--- src/rtl/core/qcf_pkg.sv ---
`default_nettype none

package qcf_pkg;

  // Coordinate width, fixed by the point and corner fields.
  localparam int COORD_BITS = 12;
  localparam int DEFAULT_MAX_POINTS = 4096;

  // The squared distance needs 2*COORD_BITS+1 bits, so its root has COORD_BITS+1 bits.
  localparam int ROOT_W = COORD_BITS + 1;
  localparam int RAD_W = 2 * ROOT_W;

  typedef enum logic [1:0] {
    CORNER_TL = 2'd0,
    CORNER_TR = 2'd1,
    CORNER_BR = 2'd2,
    CORNER_BL = 2'd3
  } corner_t;

  // One stored point on its way through the distance pipeline.
  typedef struct packed {
    logic                  valid;
    corner_t               corner;
    logic [COORD_BITS-1:0] x;
    logic [COORD_BITS-1:0] y;
  } walk_tag_t;

  typedef enum logic [2:0] {
    ST_LOAD,
    ST_DIV_START,
    ST_DIVIDE,
    ST_WALK,
    ST_DRAIN,
    ST_EMIT
  } state_t;

endpackage

`default_nettype wire

--- src/rtl/core/qcf_isqrt.sv ---
`default_nettype none

module qcf_isqrt import qcf_pkg::*; (
  input  logic              clk,
  input  logic              rst,
  input  walk_tag_t         in_tag,
  input  logic [RAD_W-1:0]  in_rad,
  output walk_tag_t         out_tag,
  output logic [ROOT_W-1:0] out_root,
  output logic              busy
);

  localparam int REM_W = ROOT_W + 3;

  walk_tag_t          tag_q  [ROOT_W];
  logic [RAD_W-1:0]   rad_q  [ROOT_W];
  logic [REM_W-1:0]   rem_q  [ROOT_W];
  logic [ROOT_W-1:0]  root_q [ROOT_W];

  walk_tag_t          tag_i  [ROOT_W];
  logic [RAD_W-1:0]   rad_i  [ROOT_W];
  logic [REM_W-1:0]   rem_i  [ROOT_W];
  logic [ROOT_W-1:0]  root_i [ROOT_W];

  logic [REM_W-1:0]   rem_sh [ROOT_W];
  logic [REM_W-1:0]   trial  [ROOT_W];
  logic               ge     [ROOT_W];

  // One root bit per stage: bring down two radicand bits and try (root<<2)|1.
  for (genvar g = 0; g < ROOT_W; g++) begin : g_stage
    if (g == 0) begin : g_first
      assign tag_i[g]  = in_tag;
      assign rad_i[g]  = in_rad;
      assign rem_i[g]  = '0;
      assign root_i[g] = '0;
    end else begin : g_next
      assign tag_i[g]  = tag_q[g-1];
      assign rad_i[g]  = rad_q[g-1];
      assign rem_i[g]  = rem_q[g-1];
      assign root_i[g] = root_q[g-1];
    end

    assign rem_sh[g] = {rem_i[g][REM_W-3:0], rad_i[g][RAD_W-1 -: 2]};
    assign trial[g]  = REM_W'({root_i[g], 2'b01});
    assign ge[g]     = rem_sh[g] >= trial[g];

    always_ff @(posedge clk) begin
      if (rst) begin
        tag_q[g] <= '0;
      end else begin
        tag_q[g] <= tag_i[g];
      end
      rad_q[g]  <= {rad_i[g][RAD_W-3:0], 2'b00};
      rem_q[g]  <= ge[g] ? rem_sh[g] - trial[g] : rem_sh[g];
      root_q[g] <= {root_i[g][ROOT_W-2:0], ge[g]};
    end
  end

  always_comb begin
    busy = 1'b0;
    for (int i = 0; i < ROOT_W; i++) begin
      busy = busy | tag_q[i].valid;
    end
  end

  assign out_tag  = tag_q[ROOT_W-1];
  assign out_root = root_q[ROOT_W-1];

endmodule

`default_nettype wire

--- src/rtl/core/qcf_measure.sv ---
`default_nettype none

module qcf_measure import qcf_pkg::*; (
  input  logic                  clk,
  input  logic                  rst,
  input  logic                  in_valid,
  input  logic [COORD_BITS-1:0] in_x,
  input  logic [COORD_BITS-1:0] in_y,
  input  logic [COORD_BITS-1:0] cx,
  input  logic [COORD_BITS-1:0] cy,
  output walk_tag_t             res_tag,
  output logic [ROOT_W-1:0]     res_dist,
  output logic                  busy
);

  logic                    lt_x;
  logic                    gt_x;
  logic                    lt_y;
  logic                    gt_y;
  logic                    in_quad;
  corner_t                 corner;
  logic [COORD_BITS-1:0]   dx;
  logic [COORD_BITS-1:0]   dy;

  walk_tag_t               tag_a;
  logic [COORD_BITS-1:0]   dx_a;
  logic [COORD_BITS-1:0]   dy_a;
  walk_tag_t               tag_b;
  logic [2*COORD_BITS-1:0] dx2_b;
  logic [2*COORD_BITS-1:0] dy2_b;
  walk_tag_t               tag_c;
  logic [2*COORD_BITS:0]   sq_c;
  logic                    root_busy;

  // A point on either axis through the centroid belongs to no quadrant.
  always_comb begin
    lt_x    = in_x < cx;
    gt_x    = in_x > cx;
    lt_y    = in_y < cy;
    gt_y    = in_y > cy;
    in_quad = 1'b1;
    corner  = CORNER_TL;
    if (lt_x && lt_y) begin
      corner = CORNER_TL;
    end else if (gt_x && lt_y) begin
      corner = CORNER_TR;
    end else if (gt_x && gt_y) begin
      corner = CORNER_BR;
    end else if (lt_x && gt_y) begin
      corner = CORNER_BL;
    end else begin
      in_quad = 1'b0;
    end
    dx = gt_x ? in_x - cx : cx - in_x;
    dy = gt_y ? in_y - cy : cy - in_y;
  end

  always_ff @(posedge clk) begin
    if (rst) begin
      tag_a <= '0;
      tag_b <= '0;
      tag_c <= '0;
    end else begin
      tag_a <= '{valid: in_valid && in_quad, corner: corner, x: in_x, y: in_y};
      tag_b <= tag_a;
      tag_c <= tag_b;
    end
    dx_a  <= dx;
    dy_a  <= dy;
    dx2_b <= dx_a * dx_a;
    dy2_b <= dy_a * dy_a;
    sq_c  <= {1'b0, dx2_b} + {1'b0, dy2_b};
  end

  qcf_isqrt u_isqrt (
    .clk      (clk),
    .rst      (rst),
    .in_tag   (tag_c),
    .in_rad   ({1'b0, sq_c}),
    .out_tag  (res_tag),
    .out_root (res_dist),
    .busy     (root_busy)
  );

  assign busy = tag_a.valid | tag_b.valid | tag_c.valid | root_busy;

endmodule

`default_nettype wire

--- config.mk ---
export PLATFORM = sky130hd
export DESIGN_NAME = qcf_measure
export DESIGN_NICKNAME = d
export VERILOG_FILES = /design/src/rtl/core/qcf_pkg.sv /design/src/rtl/core/qcf_isqrt.sv /design/src/rtl/core/qcf_measure.sv
export SDC_FILE = /design/constraint.sdc
export NUM_CORES = 2
export LEC_CHECK = 0
export BUFFER_PORTS_ARGS = -buffer_cell sky130_fd_sc_hd__buf_4
export CAP_MARGIN = 25
export CORE_MARGIN = 10
export CORE_UTILIZATION = 41
export CTS_CLUSTER_SIZE = 20
export DETAILED_ROUTE_END_ITERATION = 8
export PLACE_DENSITY = 0.61
export SLEW_MARGIN = 20
export SYNTH_ARGS = -nofsm -noshare
export SYNTH_HDL_FRONTEND = slang
export SYNTH_SLANG_ARGS = --single-unit
--- constraint.sdc ---
create_clock -name clk -period 6.33 [get_ports clk]
set_input_delay 0.9495 -clock clk [delete_from_list [all_inputs] [get_ports clk]]
set_output_delay 0.9495 -clock clk [all_outputs]
set_load 0.01 [all_outputs]
== Word level (Yosys, flattened, before mapping) ==
Memories as Yosys holds them, arrays and structs flattened.
Index checks and enable logic that the tools add are counted.

* Add/sub/neg operators: 18
* Multiply operators: 2
* Magnitude comparators: 17
* Multiplexer cells: 38
* Bitwise operators: 28
* Reduce and logical (&&, ||, !) cells: 7

{| class="wikitable"
|+ Operator list
! kind !! number
|-
| $mux 27 || 13
|-
| $mux 16 || 13
|-
| $ge 16x15->1 || 12
|-
| $sub 16x15->16 || 12
|-
| $mul 12x12->24 || 2
|-
| $sub 12x12->12 || 4
|-
| $or 1x1->1 || 28
|-
| $add 24x24->25 || 1
|-
| $gt 12x12->1 || 2
|-
| $lt 12x12->1 || 2
|-
| $mux 12 || 2
|-
| $mux 1 || 8
|-
| $logic_and 1x1->1 || 5
|-
| $mux 2 || 2
|-
| $reduce_or 3->1 || 1
|-
| $reduce_or 2->1 || 1
|-
| $sub 1x1->2 const B || 1
|-
| $ge 1x1->1 const B || 1
|}

* Bits in registers: 178
* Bits in writable memories: 1,040
* Input port bits: 51
* Output and inout bits: 41
* Memories kept: 4

{| class="wikitable"
|+ Memories
! name !! words !! bits a word !! rd ports !! clocked after Yosys merged registers in !! write ports !! line !! RTL
|-
| u_isqrt.tag_q || 13 || 27 || 13 || 0 || 13 || qcf_isqrt.sv:15 || <nowiki>walk_tag_t tag_q [ROOT_W];</nowiki>
|-
| u_isqrt.rad_q || 13 || 24 || 12 || 0 || 13 || qcf_isqrt.sv:16 || <nowiki>logic [RAD_W-1:0] rad_q [ROOT_W];</nowiki>
|-
| u_isqrt.rem_q || 13 || 16 || 12 || 0 || 13 || qcf_isqrt.sv:17 || <nowiki>logic [REM_W-1:0] rem_q [ROOT_W];</nowiki>
|-
| u_isqrt.root_q || 13 || 13 || 13 || 0 || 13 || qcf_isqrt.sv:18 || <nowiki>logic [ROOT_W-1:0] root_q [ROOT_W];</nowiki>
|}

== Depth between registers and ports, before layout ==
An unclocked memory read counts as a cell.

* Depth in word-level cells: 14
* Depth in mapped cells: 22
* Mapped depth without buffers: 21

== Hierarchy ==
Synthesis repeated with hierarchy kept, for this count alone.

* Cells, all modules: 3,762
* Area total of the unflattened synthesis: 39,182.6 µm²

{| class="wikitable"
|+ Modules (own cells, without submodules)
! module !! times used !! cells each !! area an instance (µm²) !! sequential area each (µm²)
|-
| qcf_isqrt || 1 || 2,109 || 23,968.0 || 15,054.4
|-
| qcf_measure || 1 || 1,653 || 15,214.6 || 3,523.4
|}

== Worst setup path before layout ==
Ideal clock, no wire load.

* Path type: reg2reg
* From: register dy_a[5]
* To: register dy2_b[23]
* Library setup time: 0.115 ns
* Arrival: 5.292 ns
* Setup slack: 0.923 ns
* Stages on the path, launching flop included: 19
* Path through: dfxtp_1 -> clkbuf_1 -> nand2_1 -> fa_1 -> inv_1 -> fa_1 -> fa_1 -> fa_1 -> inv_1 -> fa_1 -> inv_1 -> ha_1 -> a21o_1 -> a21o_1 -> a221o_1 -> a21oi_2 -> o21ai_1 -> or4b_1 -> and3_1

* Word-level cells in the longest chain between the ends: 1

{| class="wikitable"
|+ Ends and longest elaborated chain
! item !! line !! RTL
|-
| start: declaration || qcf_measure.sv:27 || <nowiki>logic [COORD_BITS-1:0] dy_a;</nowiki>
|-
| start signal: assignment || qcf_measure.sv:69 || <nowiki>dy_a <= dy;</nowiki>
|-
| $mul 12x12->24 || qcf_measure.sv:71 || <nowiki>dy2_b <= dy_a * dy_a;</nowiki>
|-
| end signal: assignment || qcf_measure.sv:71 ||
|-
| end: declaration || qcf_measure.sv:30 || <nowiki>logic [2*COORD_BITS-1:0] dy2_b;</nowiki>
|}

No other way between the ends.
A chain may end at the register's enable or synchronous reset.

== Worst setup path after layout ==
Same ends and word-level chain as after synthesis.

==> key figures <==
Clock network
  • Clock-pin transition on the worst setup and hold timing paths: about 0.060 ns
  • Postcts setup bufs: 0
  • Number of buffers inserted during clock tree synthesis: between 90 and 100
  • Hold bufs inserted after CTS: 0
  • Clock Latency Late Sink: approximately 0.67 ns
  • Clock H-tree levels: 3
  • Clock tree root buffer cell: sky130_fd_sc_hd__clkbuf_16
  • Max Root-Sink Buffers: 3
  • Count of instances resized after the clock tree is built: 0
  • Clock tree from TritonCTS: yes
  • TritonCTS Sinks: 925

Placed design
  • Placed wire-length estimate: approximately 50000 µm
  • Number of port buffers: between 90 and 100
  • Placer's final routability congestion estimate: 0.852

STA
  • Worst rel slew slack: between 40% and 50%
  • Number of pins with negative max-slew slack in the final report: 0
  • Final hold violations: 0
  • Min Clock Period, post-route: between 5 and 6 ns
  • Period utilisation layout: 89.9%
  • Slew @ Worst Pin: about 0.80 ns
  • Fmax: between 0.15 and 0.2 GHz
  • Setup violators final: 0
  • RSZ-0062 raised after global routing: false
  • Setup Total Neg Slack: 0 ns
  • Post-Route Skew: between 0.03 and 0.04 ns

Floorplan
  • Core outline area: 93300 µm²
  • Die extent in x: approximately 330 µm
  • Placement row count: 112
  • Die height: about 330 µm
  • Starting Density: a little over 40%
  • Io pins: 92
  • Die area: about 110000 µm²

Logic synthesis
  • Biggest area contributors in the synthesized netlist: sky130_fd_sc_hd__dfxtp_1, sky130_fd_sc_hd__ha_1, sky130_fd_sc_hd__fa_1
  • Warnings from Yosys: 0
  • Most used flip-flop cell after synthesis: sky130_fd_sc_hd__dfxtp_1
  • Asr flop ratio synth: 0%
  • Number of distinct library cells after synthesis: 73
  • Number of synthesized register bits: around 930
  • Cell Area, Synth: roughly 39000 µm²
  • Seq/Total Area, Yosys: between 40 and 50%
  • Avg Inst Size Synth: 10.4 µm²
  • Largest area contributor in the netlist: sky130_fd_sc_hd__dfxtp_1
  • Number of flops mapped to enable cells by yosys: 0
  • Area share of the largest cell type after synthesis: between 40% and 50%
  • Number of nets in the synthesized netlist: roughly 4200
  • Synth Instances: between 3000 and 4000

Hold path
  • Cell count of the worst hold path: 0
  • Hold path start: u_isqrt.rad_q[0][36]
  • Worst Hold Path EP: u_isqrt.rad_q[0][62]
  • Path type of the worst min-delay path: reg2reg

Setup path
  • Logic depth of the worst register-to-register path: 17
  • Worst R2R End: dy2_b[23]
  • Endpoint required time on the critical path: between 6 and 7 ns
  • Max Fanout on Critical Path: 14
  • Category of the worst setup path launch point: flip-flop
  • R2R Path Start: dy_a[5]
  • Data arrival, critical path: a little over 6 ns
  • WS Path Type: reg2reg
  • Register-to-register path setup slack: roughly 0.64 ns
  • Nature of the critical path endpoint: flip-flop

Drt
  • Mean routed wirelength per cell: 13.1 µm
  • Number of nets still failing antenna checks after routing: 0
  • 1st-iter DRT viols: ~900
  • Ratio of routed vias to standard cells: about 4.5
  • First-pass iteration count of the detailed router: 5
  • Count of vias placed by the detailed router: between 20000 and 25000
  • DRC viols: 0
  • DRT Wirelength: 67100 µm

Final layout
  • Number of inserted diodes: 0
  • Final core utilization: between 40 and 50%
  • Area delta synth->final: 13.7%
  • Net count, final: around 4300
  • Share of final-layout standard cells stronger than drive strength 1: 8.30%
  • FILL cells: 8765

Global routing
  • Overall routing resource usage: between 10% and 20%
  • Number of antenna violations at the first check in global routing: 1
  • Largest net degree at the start of global routing: between 150 and 200
  • Via count of the first global-routing pass: 23100
  • GRT overflow: 0
  • Global-route wire length before repair: roughly 110000 µm

Run status
  • Outcome: complete, no violations

Run
  • Count of maximum capacitance violations: 0
final cells by class:
cell class	count	area, µm²	area share, %
clock buffer	132	2720	6.19
clock inverter	43	606	1.38
inverter	452	1700	3.87
multi-input combinational	2227	18000	41.0
sequential	925	18500	42.2
tap	1254	1570	3.58
timing repair buffer	101	782	1.78
state kept, by name, indices dropped and copies added (netlist names):
name / flops
u_isqrt.rad_q: 156
tag_a: 27
dx_a: 12
u_isqrt.root_q: 91
tag_b: 27
u_isqrt.tag_q: 351
dx2_b: 23
tag_c: 27
dy_a: 12
dy2_b: 23
sq_c: 25
u_isqrt.rem_q: 151
critical path, cell delays in order, from the launching register on:
cell                      delay, ns
sky130_fd_sc_hd__dfxtp_1       0.65
sky130_fd_sc_hd__nand2_1       0.15
sky130_fd_sc_hd__fa_1          0.61
sky130_fd_sc_hd__inv_1         0.08
sky130_fd_sc_hd__fa_1          0.48
sky130_fd_sc_hd__fa_1          0.45
sky130_fd_sc_hd__fa_1          0.51
sky130_fd_sc_hd__inv_1         0.05
sky130_fd_sc_hd__fa_1          0.47
sky130_fd_sc_hd__inv_1         0.04
sky130_fd_sc_hd__ha_1          0.32
sky130_fd_sc_hd__a21o_1        0.18
sky130_fd_sc_hd__a21o_1        0.17
sky130_fd_sc_hd__a221o_1       0.35
sky130_fd_sc_hd__a21oi_2       0.20
sky130_fd_sc_hd__o21ai_1       0.19
sky130_fd_sc_hd__or4b_1        0.51
sky130_fd_sc_hd__and3_1        0.17
routing by layer:
metal / vias to the layer above / global-route usage [%] / share of wire (%)
met3: 130 / 2.43 / 3.9
met2: 328 / 21.1 / 47
met5: - / 0 / 0
met4: 0 / 4.31 / 3.0
met1: 10500 / 15.8 / 46
li1: 12100 / - / -
cell usage after synthesis, types with 69 or more instances:
cell type                  count
sky130_fd_sc_hd__xnor2_1     108
sky130_fd_sc_hd__dfxtp_1     925
sky130_fd_sc_hd__clkbuf_1     88
sky130_fd_sc_hd__and2_1       91
sky130_fd_sc_hd__a21oi_1     144
sky130_fd_sc_hd__o21ai_0      97
sky130_fd_sc_hd__nand2_1     145
sky130_fd_sc_hd__fa_1        162
sky130_fd_sc_hd__ha_1        285
sky130_fd_sc_hd__inv_1       452
sky130_fd_sc_hd__nor2_1      148
sky130_fd_sc_hd__a21o_1       69
sky130_fd_sc_hd__nor2b_1     451
worst max path at each step:
stage	slack (ns)	cells past startpoint	to	start
final	0.64	17	dy2_b[23]	dy_a[5]
after global routing	0.15	19	dx2_b[23]	dx_a[3]
after CTS	0.59	17	dy2_b[23]	dy_a[5]
after detailed placement	0.59	17	dy2_b[23]	dy_a[5]
after global placement	0.70	17	dy2_b[23]	dy_a[5]
after floorplan	0.92	18	dy2_b[23]	dy_a[5]
per-stage QoR:
stage	hold WS, ns	cell area, µm²	std cells	worst slack, ns
after CTS	0.303	43900	5133	0.592
after global routing	0.309	43900	5134	0.153
after detailed placement	0.312	40600	4958	0.592
final	0.305	43900	5134	0.637
after global placement	0.310	40600	4958	0.705
after floorplan	0.310	38600	3701	0.923
logic make-up after synthesis:
logic type	Yosys count	share of synthesized area, %
buffers and inverters	549	5.38
DFF	925	48.0
muxes	62	1.72
AOI/OAI and AO/OA	488	8.19
other	1	0.00972
xor gates and xnor gates	167	3.79
and+or+nand+nor	1062	15.3
adders and majority gates	447	17.6
cells in the final DEF, fill, tap and decap left out, types with 11 or more instances in the layout:
| cell type | instances |
|---|---|
| sky130_fd_sc_hd__clkbuf_8 | 22 |
| sky130_fd_sc_hd__o21ai_0 | 97 |
| sky130_fd_sc_hd__nor4_1 | 23 |
| sky130_fd_sc_hd__nor3_1 | 54 |
| sky130_fd_sc_hd__or2_2 | 13 |
| sky130_fd_sc_hd__a211oi_1 | 15 |
| sky130_fd_sc_hd__fa_1 | 162 |
| sky130_fd_sc_hd__nor2_1 | 148 |
| sky130_fd_sc_hd__nor2b_1 | 451 |
| sky130_fd_sc_hd__a21oi_1 | 144 |
| sky130_fd_sc_hd__o211ai_1 | 14 |
| sky130_fd_sc_hd__a21o_1 | 69 |
| sky130_fd_sc_hd__mux2i_1 | 27 |
| sky130_fd_sc_hd__nand2b_1 | 28 |
| sky130_fd_sc_hd__inv_1 | 452 |
| sky130_fd_sc_hd__or3_1 | 12 |
| sky130_fd_sc_hd__xnor2_1 | 108 |
| sky130_fd_sc_hd__clkbuf_1 | 16 |
| sky130_fd_sc_hd__xor2_1 | 59 |
| sky130_fd_sc_hd__and3_1 | 17 |
| sky130_fd_sc_hd__ha_1 | 285 |
| sky130_fd_sc_hd__clkinv_2 | 16 |
| sky130_fd_sc_hd__nand3_1 | 24 |
| sky130_fd_sc_hd__dfxtp_1 | 925 |
| sky130_fd_sc_hd__o31ai_1 | 12 |
| sky130_fd_sc_hd__o21bai_1 | 11 |
| sky130_fd_sc_hd__buf_4 | 98 |
| sky130_fd_sc_hd__o21a_1 | 42 |
| sky130_fd_sc_hd__clkbuf_16 | 94 |
| sky130_fd_sc_hd__mux2_2 | 35 |
| sky130_fd_sc_hd__nand4_1 | 20 |
| sky130_fd_sc_hd__nand2_1 | 145 |
| sky130_fd_sc_hd__and2_1 | 91 |
Power is left out: the tool's default activity adds up to more than one toggle a clock period on the data nets, which glitch-free logic cannot reach.
