==> src/rtl/core/qcf_pkg.sv <==
`default_nettype none

package qcf_pkg;

  // Coordinate width, fixed by the point and corner fields.
  localparam int COORD_BITS = 12;
  localparam int DEFAULT_MAX_POINTS = 4096;

  // The squared distance needs 2*COORD_BITS+1 bits, so its root has COORD_BITS+1 bits.
  localparam int ROOT_W = COORD_BITS + 1;
  localparam int RAD_W = 2 * ROOT_W;

  typedef enum logic [1:0] {
    CORNER_TL = 2'd0,
    CORNER_TR = 2'd1,
    CORNER_BR = 2'd2,
    CORNER_BL = 2'd3
  } corner_t;

  // One stored point on its way through the distance pipeline.
  typedef struct packed {
    logic                  valid;
    corner_t               corner;
    logic [COORD_BITS-1:0] x;
    logic [COORD_BITS-1:0] y;
  } walk_tag_t;

  typedef enum logic [2:0] {
    ST_LOAD,
    ST_DIV_START,
    ST_DIVIDE,
    ST_WALK,
    ST_DRAIN,
    ST_EMIT
  } state_t;

endpackage

`default_nettype wire

==> src/rtl/core/qcf_divider.sv <==
`default_nettype none

module qcf_divider import qcf_pkg::*; #(
  parameter int MAX_POINTS = DEFAULT_MAX_POINTS,
  localparam int CNT_W = $clog2(MAX_POINTS + 1),
  localparam int SUM_W = COORD_BITS + CNT_W
) (
  input  logic                  clk,
  input  logic                  rst,
  input  logic                  start,
  input  logic [SUM_W-1:0]      num_x,
  input  logic [SUM_W-1:0]      num_y,
  input  logic [CNT_W-1:0]      den,
  output logic                  done,
  output logic [COORD_BITS-1:0] quo_x,
  output logic [COORD_BITS-1:0] quo_y
);

  localparam int STEP_W = $clog2(SUM_W);

  logic              running;
  logic [STEP_W-1:0] step;
  logic [SUM_W-1:0]  acc_x;
  logic [SUM_W-1:0]  acc_y;
  logic [CNT_W-1:0]  rem_x;
  logic [CNT_W-1:0]  rem_y;
  logic [CNT_W:0]    rem_sh_x;
  logic [CNT_W:0]    rem_sh_y;
  logic [CNT_W:0]    den_ext;
  logic              ge_x;
  logic              ge_y;

  // Restoring division, one quotient bit per cycle for both lanes. The
  // quotient bits shift into the dividend register as its bits shift out.
  always_comb begin
    den_ext  = {1'b0, den};
    rem_sh_x = {rem_x, acc_x[SUM_W-1]};
    rem_sh_y = {rem_y, acc_y[SUM_W-1]};
    ge_x     = rem_sh_x >= den_ext;
    ge_y     = rem_sh_y >= den_ext;
  end

  always_ff @(posedge clk) begin
    if (rst) begin
      running <= 1'b0;
      done    <= 1'b0;
      step    <= '0;
    end else begin
      done <= 1'b0;
      if (start) begin
        running <= 1'b1;
        step    <= '0;
      end else if (running) begin
        step <= step + 1'b1;
        if (step == STEP_W'(SUM_W - 1)) begin
          running <= 1'b0;
          done    <= 1'b1;
        end
      end
    end
  end

  always_ff @(posedge clk) begin
    if (start) begin
      acc_x <= num_x;
      acc_y <= num_y;
      rem_x <= '0;
      rem_y <= '0;
    end else if (running) begin
      acc_x <= {acc_x[SUM_W-2:0], ge_x};
      acc_y <= {acc_y[SUM_W-2:0], ge_y};
      rem_x <= ge_x ? CNT_W'(rem_sh_x - den_ext) : rem_sh_x[CNT_W-1:0];
      rem_y <= ge_y ? CNT_W'(rem_sh_y - den_ext) : rem_sh_y[CNT_W-1:0];
    end
  end

  // An average of coordinates always fits a coordinate.
  assign quo_x = acc_x[COORD_BITS-1:0];
  assign quo_y = acc_y[COORD_BITS-1:0];

endmodule

`default_nettype wire

==> config.mk <==
export PLATFORM = sky130hd
export DESIGN_NAME = qcf_divider
export DESIGN_NICKNAME = d
export VERILOG_FILES = /design/src/rtl/core/qcf_pkg.sv /design/src/rtl/core/qcf_divider.sv
export SDC_FILE = /design/constraint.sdc
export NUM_CORES = 1
export LEC_CHECK = 0
export BUFFER_PORTS_ARGS = -buffer_cell sky130_fd_sc_hd__clkbuf_2
export CORE_UTILIZATION = 35
export DETAILED_ROUTE_END_ITERATION = 6
export PLACE_DENSITY_LB_ADDON = 0.2
export SLEW_MARGIN = 20
export SYNTH_ARGS = -nofsm -noshare
export SYNTH_HDL_FRONTEND = slang
export SYNTH_SLANG_ARGS = --single-unit
export TNS_END_PERCENT = 20
==> constraint.sdc <==
create_clock -name clk -period 3.25 [get_ports clk]
set_input_delay 0.8125 -clock clk [delete_from_list [all_inputs] [get_ports clk]]
set_output_delay 0.8125 -clock clk [all_outputs]
set_load 0.02 [all_outputs]
# == Yosys cells after proc, flatten, opt, wreduce, memory -nomap -nowiden ==
# Cells that the tools add are included.
# totals
reg_bits,83
inputBits,66
# classes
addsub,3
order_cmp,2
eq_ne,1
n_mux,10
bitwise_logic,1
n_reduce_logical,3
# ops
cell,count
$mux W25,4
$ge A14 B13 Y1,2
$mux W13,2
$sub A13 B13 Y13,2
$add A5 B1 Y5 const B,1
$eq A5 B5 Y1 const B,1
$mux W1,4
$reduce_or A3 Y1,1
$reduce_bool A2 Y1,1
$reduce_or A2 Y1,1
$not A1 Y1,1

# == Longest topological paths before layout ==
# Gate-level depths: netlist of the first run.
# logic_depth
ltp_word,4
mapped_depth,10

# == Least setup slack after synthesis of the first run ==
# OpenSTA, ideal clock, no wires.
# synth_path
path_type,input-to-reg
from,in den[9]
to,reg rem_y[4]
setup_ns,0.091
t_arrival_ns,2.746
required_time_ns,3.159
setup_slack_ns,0.413
cell_stages,8
n_path_buf,0
cell_sequence,inv_1 ha_1 nand3_2 or4_1 o21ai_1 o21ba_2 or3_1 a311oi_1
# synth_via
elab_chain_len,2
# synth_lines
element,line,source
"start, declared",qcf_divider.sv:13,"input logic [CNT_W-1:0] den,"
$ge A14 B13 Y1,qcf_divider.sv:40,ge_y = rem_sh_y >= den_ext;
$mux W13,qcf_divider.sv:73,rem_y <= ge_y ? CNT_W'(rem_sh_y - den_ext) : rem_sh_y[CNT_W-1:0];
"end signal, assigned",qcf_divider.sv:73,
"end, declared",qcf_divider.sv:26,logic [CNT_W-1:0] rem_y;
# No other way between the ends.
# A chain may end at the register's enable or synchronous reset.

# == Worst setup path in the final report of the first run ==
# layout_path
from,in den[0]
to,reg rem_y[9]
# layout_via
elab_chain_len,2
# layout_lines
element,line
$sub A13 B13 Y13 or $ge A14 B13 Y1 (tied branches),"qcf_divider.sv:73, qcf_divider.sv:40"
$mux W13 (*),qcf_divider.sv:73
# Mark *: on every way between the ends. The rest lies on a longest branch, timed or not.

==> results of run 1 <==
-- routing by layer --
metal  vias up  GRT usage (%)  routed length [um]
met5         -              0                   0
met4         0           7.09                 352
met3        23           4.07                 721
met2       106           26.9                5600
met1      1852           21.0                5300
li1       1923              -                   -
-- report_power, final --
group / switching [W] / total (W) / leakage, nW / internal, W
Sequential: 0.0000507 / 0.00127 / 0.773 / 0.00122
Clock: 0.000439 / 0.00120 / 0.168 / 0.000757
Combinational: 0.000324 / 0.000584 / 1.54 / 0.000260
Total: 0.000813 / 0.00305 / 2.48 / 0.00224
-- sequential cells by signal, indices dropped and copies added (netlist names) --
register and count:
acc_x 25, acc_y 25, rem_x 13, rem_y 13, step 5, done 1
running 1
-- final timing paths --
| kind | depth (start not counted) | from | slack, ns | end |
|---|---|---|---|---|
| worst max-delay path | 9 | den[0] | 0.45 | rem_y[9] |
| worst min-delay path | 2 | rem_y[12] | 0.48 | rem_y[12] |
| worst max register to register | 9 | acc_y[24] | 0.64 | rem_y[9] |
| worst min register to register | 2 | rem_y[12] | 0.48 | rem_y[12] |
-- cell usage after synthesis, types with 3 or more instances --
| master | instances |
|---|---|
| nor2b_1 | 4 |
| xor2_1 | 7 |
| nand2_1 | 30 |
| nor3_1 | 6 |
| ha_1 | 28 |
| edfxtp_1 | 50 |
| mux2i_1 | 7 |
| o21ai_1 | 13 |
| clkbuf_1 | 18 |
| o21ai_0 | 8 |
| and2_1 | 3 |
| o31a_1 | 3 |
| a31oi_1 | 4 |
| nand4_1 | 7 |
| dfxtp_1 | 33 |
| o211ai_1 | 5 |
| a311oi_1 | 12 |
| a21o_1 | 6 |
| nand3_1 | 10 |
| xnor2_1 | 12 |
| buf_4 | 24 |
| or3_1 | 3 |
| o21a_1 | 6 |
| nor2_1 | 35 |
| or2_2 | 3 |
| o31ai_1 | 3 |
| a32oi_1 | 3 |
| inv_1 | 26 |
| a21oi_1 | 21 |
| mux2_2 | 50 |
-- layout make-up --
cell class,instances,area [sq um],share of cell area [%]
Tap cell,180,225,3.80
Multi-Input combinational cell,331,2520,42.6
Inverter,26,97.6,1.65
Sequential cell,83,2160,36.5
Clock buffer,9,225,3.80
Clock inverter,7,120,2.03
Timing Repair Buffer,105,576,9.70
-- cells by family after synthesis --
kind of cell | count (synthesis) | synth area share (%)
and+or+nand+nor | 112 | 10.5
xor gates and xnor gates | 19 | 3.30
muxes | 57 | 12.5
AOI/OAI and AO/OA | 113 | 16.0
buffers and inverters | 72 | 7.19
adders and majority gates | 30 | 7.73
DFF | 83 | 42.8
-- critical path: stages --
cell,delay [ns]
clkbuf_2,0.10
ha_1,0.23
fa_1,0.41
nor2b_1,0.22
o31a_1,0.21
a211oi_2,0.12
o21bai_2,0.46
o211ai_1,0.16
a311oi_1,0.30
-- metrics by stage --
| step | util [%] | setup slack (ns) | total power, W | hold WS [ns] | cell area (sq um) |
|---|---|---|---|---|---|
| finish | 42.4 | 0.453 | 0.00305 | 0.476 | 5930 |
| global route | 42.4 | 0.302 | 0.00320 | 0.507 | 5930 |
| CTS | 42.4 | 0.469 | 0.00308 | 0.478 | 5930 |
| detailed placement | 39.9 | 0.107 | 0.00188 | 0.461 | 5590 |
| global placement | 39.9 | 0.212 | 0.00187 | 0.457 | 5590 |
| floorplan | - | 0.413 | 0.00173 | 0.437 | 5050 |
==> qor.yml, run 1 <==
cts_max_path_buffers: 2
layoutNonFillerInstCount: 741
htree_levels: 3
grt_max_degree: 49
crit_fanout: 10
core_sq_um: 14000
finalSetupViolCount: 0
power_density_nw_per_um2: 515
grt.overflow.total: 0
grt_pass1_vias: 3937
syn_nets: 582
synth_area_leader_cell: "edfxtp_1"
dp_hpwl_mm: 8.96
clock_sinks: 83
cts_setup_buffers: 0
avgSynthCellArea_sq_um: 10.4
fin_skew_ns: 0.00924
crit_type: "input port to flip-flop"
yosysWarnings: 0
route.detailed.drc: 0
io_pins: 91
layout-drive-gt1-share_pct: 31.9
rsz0062_at_grt: "false"
synthCells: 486
ys_seq_area_share_pct: 42.8
status: "finished clean"
start_util_pct: 36.1
grt_first_pass_wirelength_mm: 19.0
via_count: 3904
place_inst: 725
wl_mm: 12.0
synth_edf_count: 50
final_common_cell: "clkbuf_2"
fin_setup_tns_ns: 0
worst_pin_slew_ns: 0.673
wl_per_cell_um: 16.2
cp-end-kind: "flip-flop"
leakage_nw: 2.48
async_flop_share_pct: 0
slew_violations: 0
cts_root_buf: "clkbuf_16"
layout_common_cells: "clkbuf_2, mux2_2, edfxtp_1"
ctsResizeCount: 0
numCtsBuffers: 9
nFillCells: 1359
critical_path_arrival_ns: 3.04
avgViaCountPerCell: 5.27
crit_required_ns: 3.49
finalHoldViolCount: 0
drt_first_pass_iters: 4
track_usage_pct: 16.6
antenna_cells: 0
synthesis.area_sq_um: 5050
cts_hold_buf: 0
gp_congestion: 0.830
tritoncts: "yes"
synthFlopType: "edfxtp_1"
clk_pin_slew_ns: 0.06
antenna_found_initial: 0
start_kind: "input port"
synth_top_area_share_pct: 29.7
fmax_mhz: 358
ant_nets: 0
synth_cell_types: 63
hp-class: "flip-flop to flip-flop"
peakVddDrop_mv: 0.261
nNetsFinal: 652
syn_to_final_growth_pct: 17.4
clkLatencyLatePin_ns: 0.34
min_period_ns: 2.80
drt-initial-drc-count: 192
finalCritPeriodShare_pct: 86.1
synth.area.top_cells: "edfxtp_1, dfxtp_1, mux2_2"
slew_headroom_pct: 55.1
ys_ff_latch: 83
die_h_um: 122
die_area_sq_um: 14900
rows: 43
die_w_um: 122
portBuffers: 90
max_cap_viol_count: 0
No activity file was read; power rests on OpenSTA's default activity.
==> run 2: changes to the inputs <==
--- a/config.mk
+++ b/config.mk
@@ -5,7 +5,9 @@
 export SDC_FILE = /design/constraint.sdc
 export NUM_CORES = 1
 export LEC_CHECK = 0
+export ABC_AREA = 1
 export BUFFER_PORTS_ARGS = -buffer_cell sky130_fd_sc_hd__clkbuf_2
+export CORE_ASPECT_RATIO = 0.9
 export CORE_UTILIZATION = 35
 export DETAILED_ROUTE_END_ITERATION = 6
 export PLACE_DENSITY_LB_ADDON = 0.2
==> run 2 against run 1 <==
Effect of this change: global-route usage is 1.3 points higher; register-to-register slack better by 0.55 ns; maximum frequency is 22% higher; sequential power is 3% lower; worst hold slack worse by 0.0021 ns; wire length is 14% higher; clock skew is 0.00075 ns lower; synthesized cell count is 64% higher; synthesized area is 12% higher; critical path type unchanged; critical endpoint is now acc_y[0]; largest power group unchanged.
==> qor.yml, run 2 <==
finalSetupViolCount: 0  # unchanged
critPathMaxStageDelay_ns: 0.38  # -0.08 ns
muxShareOfSynthArea_pct: 0  # -13 points
peakVddDrop_mv: 0.325  # +25%
slew_violations: 0  # unchanged
antenna_found_initial: 0  # unchanged
die_area_sq_um: 16700  # +12%
drt-initial-drc-count: 219  # +14%
layout-drive-gt1-share_pct: 18.4  # -14 points
wl_mm: 13.6  # +14%
cts_setup_buffers: 0  # unchanged
ant_nets: 0  # unchanged
path_cells: "clkbuf_2, inv_1, ha_1, nand2_1, nand2_1, nand2_1, nand3_2, nand2_2, nand3_4, nand2_1, nand2_1"
clkLatencyLatePin_ns: 0.34  # about the same
ys_seq_area_share_pct: 38.1  # -4.7 points
yosysWarnings: 0  # unchanged
die_h_um: 123  # +0.58%
r2r_cells: 11  # +2
status: "finished clean"
rows: 43  # unchanged
clk_pin_slew_ns: 0.07  # about the same
crit_required_ns: 3.35  # -0.14 ns
holdWs_ns: 0.474  # -0.00205 ns
grt_first_pass_wirelength_mm: 23.1  # +21%
start_util_pct: 36.3  # +0.16 points
grtUsageMet1_pct: 25.1  # +4.0 points
stdcell_area_sq_um: 6470  # +9.1%
critical_path_arrival_ns: 2.39  # -0.65 ns
worst_pin_slew_ns: 0.763  # +0.0897 ns
syn_to_final_growth_pct: 14.0
route.detailed.drc: 0  # unchanged
nNetsFinal: 957  # +47%
crit_slowest_cell: "ha_1"
hp-class: "flip-flop to flip-flop"
portBuffers: 90  # unchanged
ys_ff_latch: 83  # unchanged
synth_adder_area_share_pct: 6.88  # -0.85 points
die_w_um: 136  # +12%
io_pins: 91  # unchanged
syn_nets: 894  # +54%
cts_max_path_buffers: 2  # unchanged
grt.overflow.total: 0  # unchanged
met3_usage_pct: 5.66  # +1.6 points
async_flop_share_pct: 0  # unchanged
leakage_nw: 3.48  # +41%
layout_common_cells: "nand2_1, inv_1, clkbuf_2"
synth_compound_area_share_pct: 1.83  # -14 points
avgViaCountPerCell: 4.56  # -13%
utilization_pct: 41.3  # -1.1 points
crit_fanout: 15  # +5
cts_hold_buf: 0  # unchanged
ctsResizeCount: 0  # unchanged
path_buf_inv: 2  # +1
regToRegSetupSlack_ns: 1.19  # +0.55 ns
grtUsageMet2_pct: 26.5  # -0.41 points
tritoncts: "yes"
synth_cell_types: 33  # -48%
finalHoldViolCount: 0  # unchanged
max_cap_viol_count: 0  # unchanged
numCtsBuffers: 9  # unchanged
reg2reg_from: "acc_y[24]"
fin_skew_ns: 0.00848  # -0.000754 ns
place_area_sq_um: 6160  # +10%
finalCritPeriodShare_pct: 70.3  # -16 points
r2r_end: "rem_y[12]"
core_sq_um: 15700  # +12%
fin_setup_tns_ns: 0  # unchanged
crit_top_cell: "nand2_1"
synth_top_family_by_area: "simple AND/OR/NAND/NOR gates"
final_common_cell: "nand2_1"
synth_top_area_share_pct: 26.4  # -3.3 points
grt_pass1_vias: 4630  # +18%
top_regs: "acc_x: 25 flops, acc_y: 25 flops"
htree_levels: 3  # unchanged
fmax_mhz: 438  # +22%
critPathTopFamily: "simple AND/OR/NAND/NOR gates"
avgSynthCellArea_sq_um: 7.11  # -32%
synth.area.top_cells: "edfxtp_1, nand2_1, dfxtp_1"
yosysMostFrequentCell: "nand2_1"
drt_first_pass_iters: 4  # unchanged
synthesis.area_sq_um: 5680  # +12%
power_density_nw_per_um2: 417  # -19%
track_usage_pct: 17.9  # +1.3 points
dp_hpwl_mm: 10.3  # +15%
clock_sinks: 83  # unchanged
synthFlopType: "edfxtp_1"
crit_type: "input port to flip-flop"
via_count: 4875  # +25%
cp-end-kind: "flip-flop"
wl_per_cell_um: 12.8  # -21%
slew_headroom_pct: 48.8  # -6.2 points
synthCells: 798  # +64%
antenna_cells: 0  # unchanged
min_period_ns: 2.28  # -0.514 ns
path_depth: 11  # +2
endpoint: "acc_y[0]"
startpoint: "den[3]"
grt_max_degree: 54  # +10%
start_kind: "input port"
gp_congestion: 0.843  # +1.6%
rsz0062_at_grt: "false"
busiest_layer: "met2"
synth.top_cells.by_count: "nand2_1, inv_1, nand3_1, edfxtp_1, nand4_1"
synth_area_leader_cell: "edfxtp_1"
cts_root_buf: "clkbuf_16"
synth-xor-area-share_pct: 1.54  # -1.8 points
synth-simple-area-share_pct: 38.0  # +28 points
synth_edf_count: 50  # unchanged
[run 2: changes by cell type after synthesis, sizes merged, moves of 11 or more]
cell and delta:
a311oi -12, a21oi -11, nand4 +28, nand3 +58, inv +99, o21ai -19
mux2 -50, nand2 +319
[run 2: layer usage]
| metal | wire length (um) | vias up |
|---|---|---|
| met5 | 0 | - |
| met4 | 220 | 0 |
| met3 | 843 | 17 |
| met2 | 5710 | 123 |
| met1 | 6870 | 2118 |
| li1 | - | 2617 |
[run 2: kinds of logic (layout without fill, tap and decap cells)]
| logic type | count (synthesis) | count (layout) |
|---|---|---|
| adder cells (fa/ha/maj) | 30 | 30 |
| AO/OA/AOI/OAI | 15 | 15 |
| XOR/XNOR | 10 | 10 |
| flip-flops | 83 | 83 |
| AND/OR/NAND/NOR | 487 | 487 |
| buffers and inverters | 173 | 241 |
[run 2: how the worst min path moves through the flow]
stage | from | end | slack, ns | cells past startpoint
2_1_floorplan | rem_x[12] | rem_x[12] | 0.44 | 2
3_3_place_gp | rem_x[0] | rem_x[0] | 0.47 | 2
3_5_place_dp | rem_y[12] | rem_y[12] | 0.47 | 2
4_1_cts | rem_x[0] | rem_x[0] | 0.48 | 2
5_1_grt | rem_y[4] | rem_y[4] | 0.50 | 2
6_report | rem_y[12] | rem_y[12] | 0.47 | 2
[run 2: cell type report]
cell class | count | area, sq um
Inverter | 126 | 473
Multi-Input combinational cell | 542 | 2740
Fill cell | 1624 | 9190
Clock inverter | 7 | 82.6
Tap cell | 202 | 253
Sequential cell | 83 | 2160
Timing Repair Buffer | 99 | 531
Clock buffer | 9 | 225
[run 2: report_power, final]
part           switching [W]  internal, W
registers          0.0000321      0.00120
logic               0.000254     0.000138
clock network       0.000459     0.000610
total               0.000745      0.00195
[run 2: worst reg2reg max path, delay by kind of cell (launching register included)]
| family | cells | cell delay, ns |
|---|---|---|
| fa+ha+maj | 2 | 0.61 |
| simple gates | 7 | 0.85 |
| buf+inv | 2 | 0.17 |
| flops | 1 | 0.32 |
[run 2: through the flow]
stage | power (W) | worst slack, ns | cells
after floorplan | 0.00155 | 0.735 | 798
after global routing | 0.00285 | 0.807 | 1068
final | 0.00270 | 0.967 | 1068
after detailed placement | 0.00165 | 0.612 | 1052
after global placement | 0.00165 | 0.631 | 1052
after CTS | 0.00274 | 0.986 | 1068
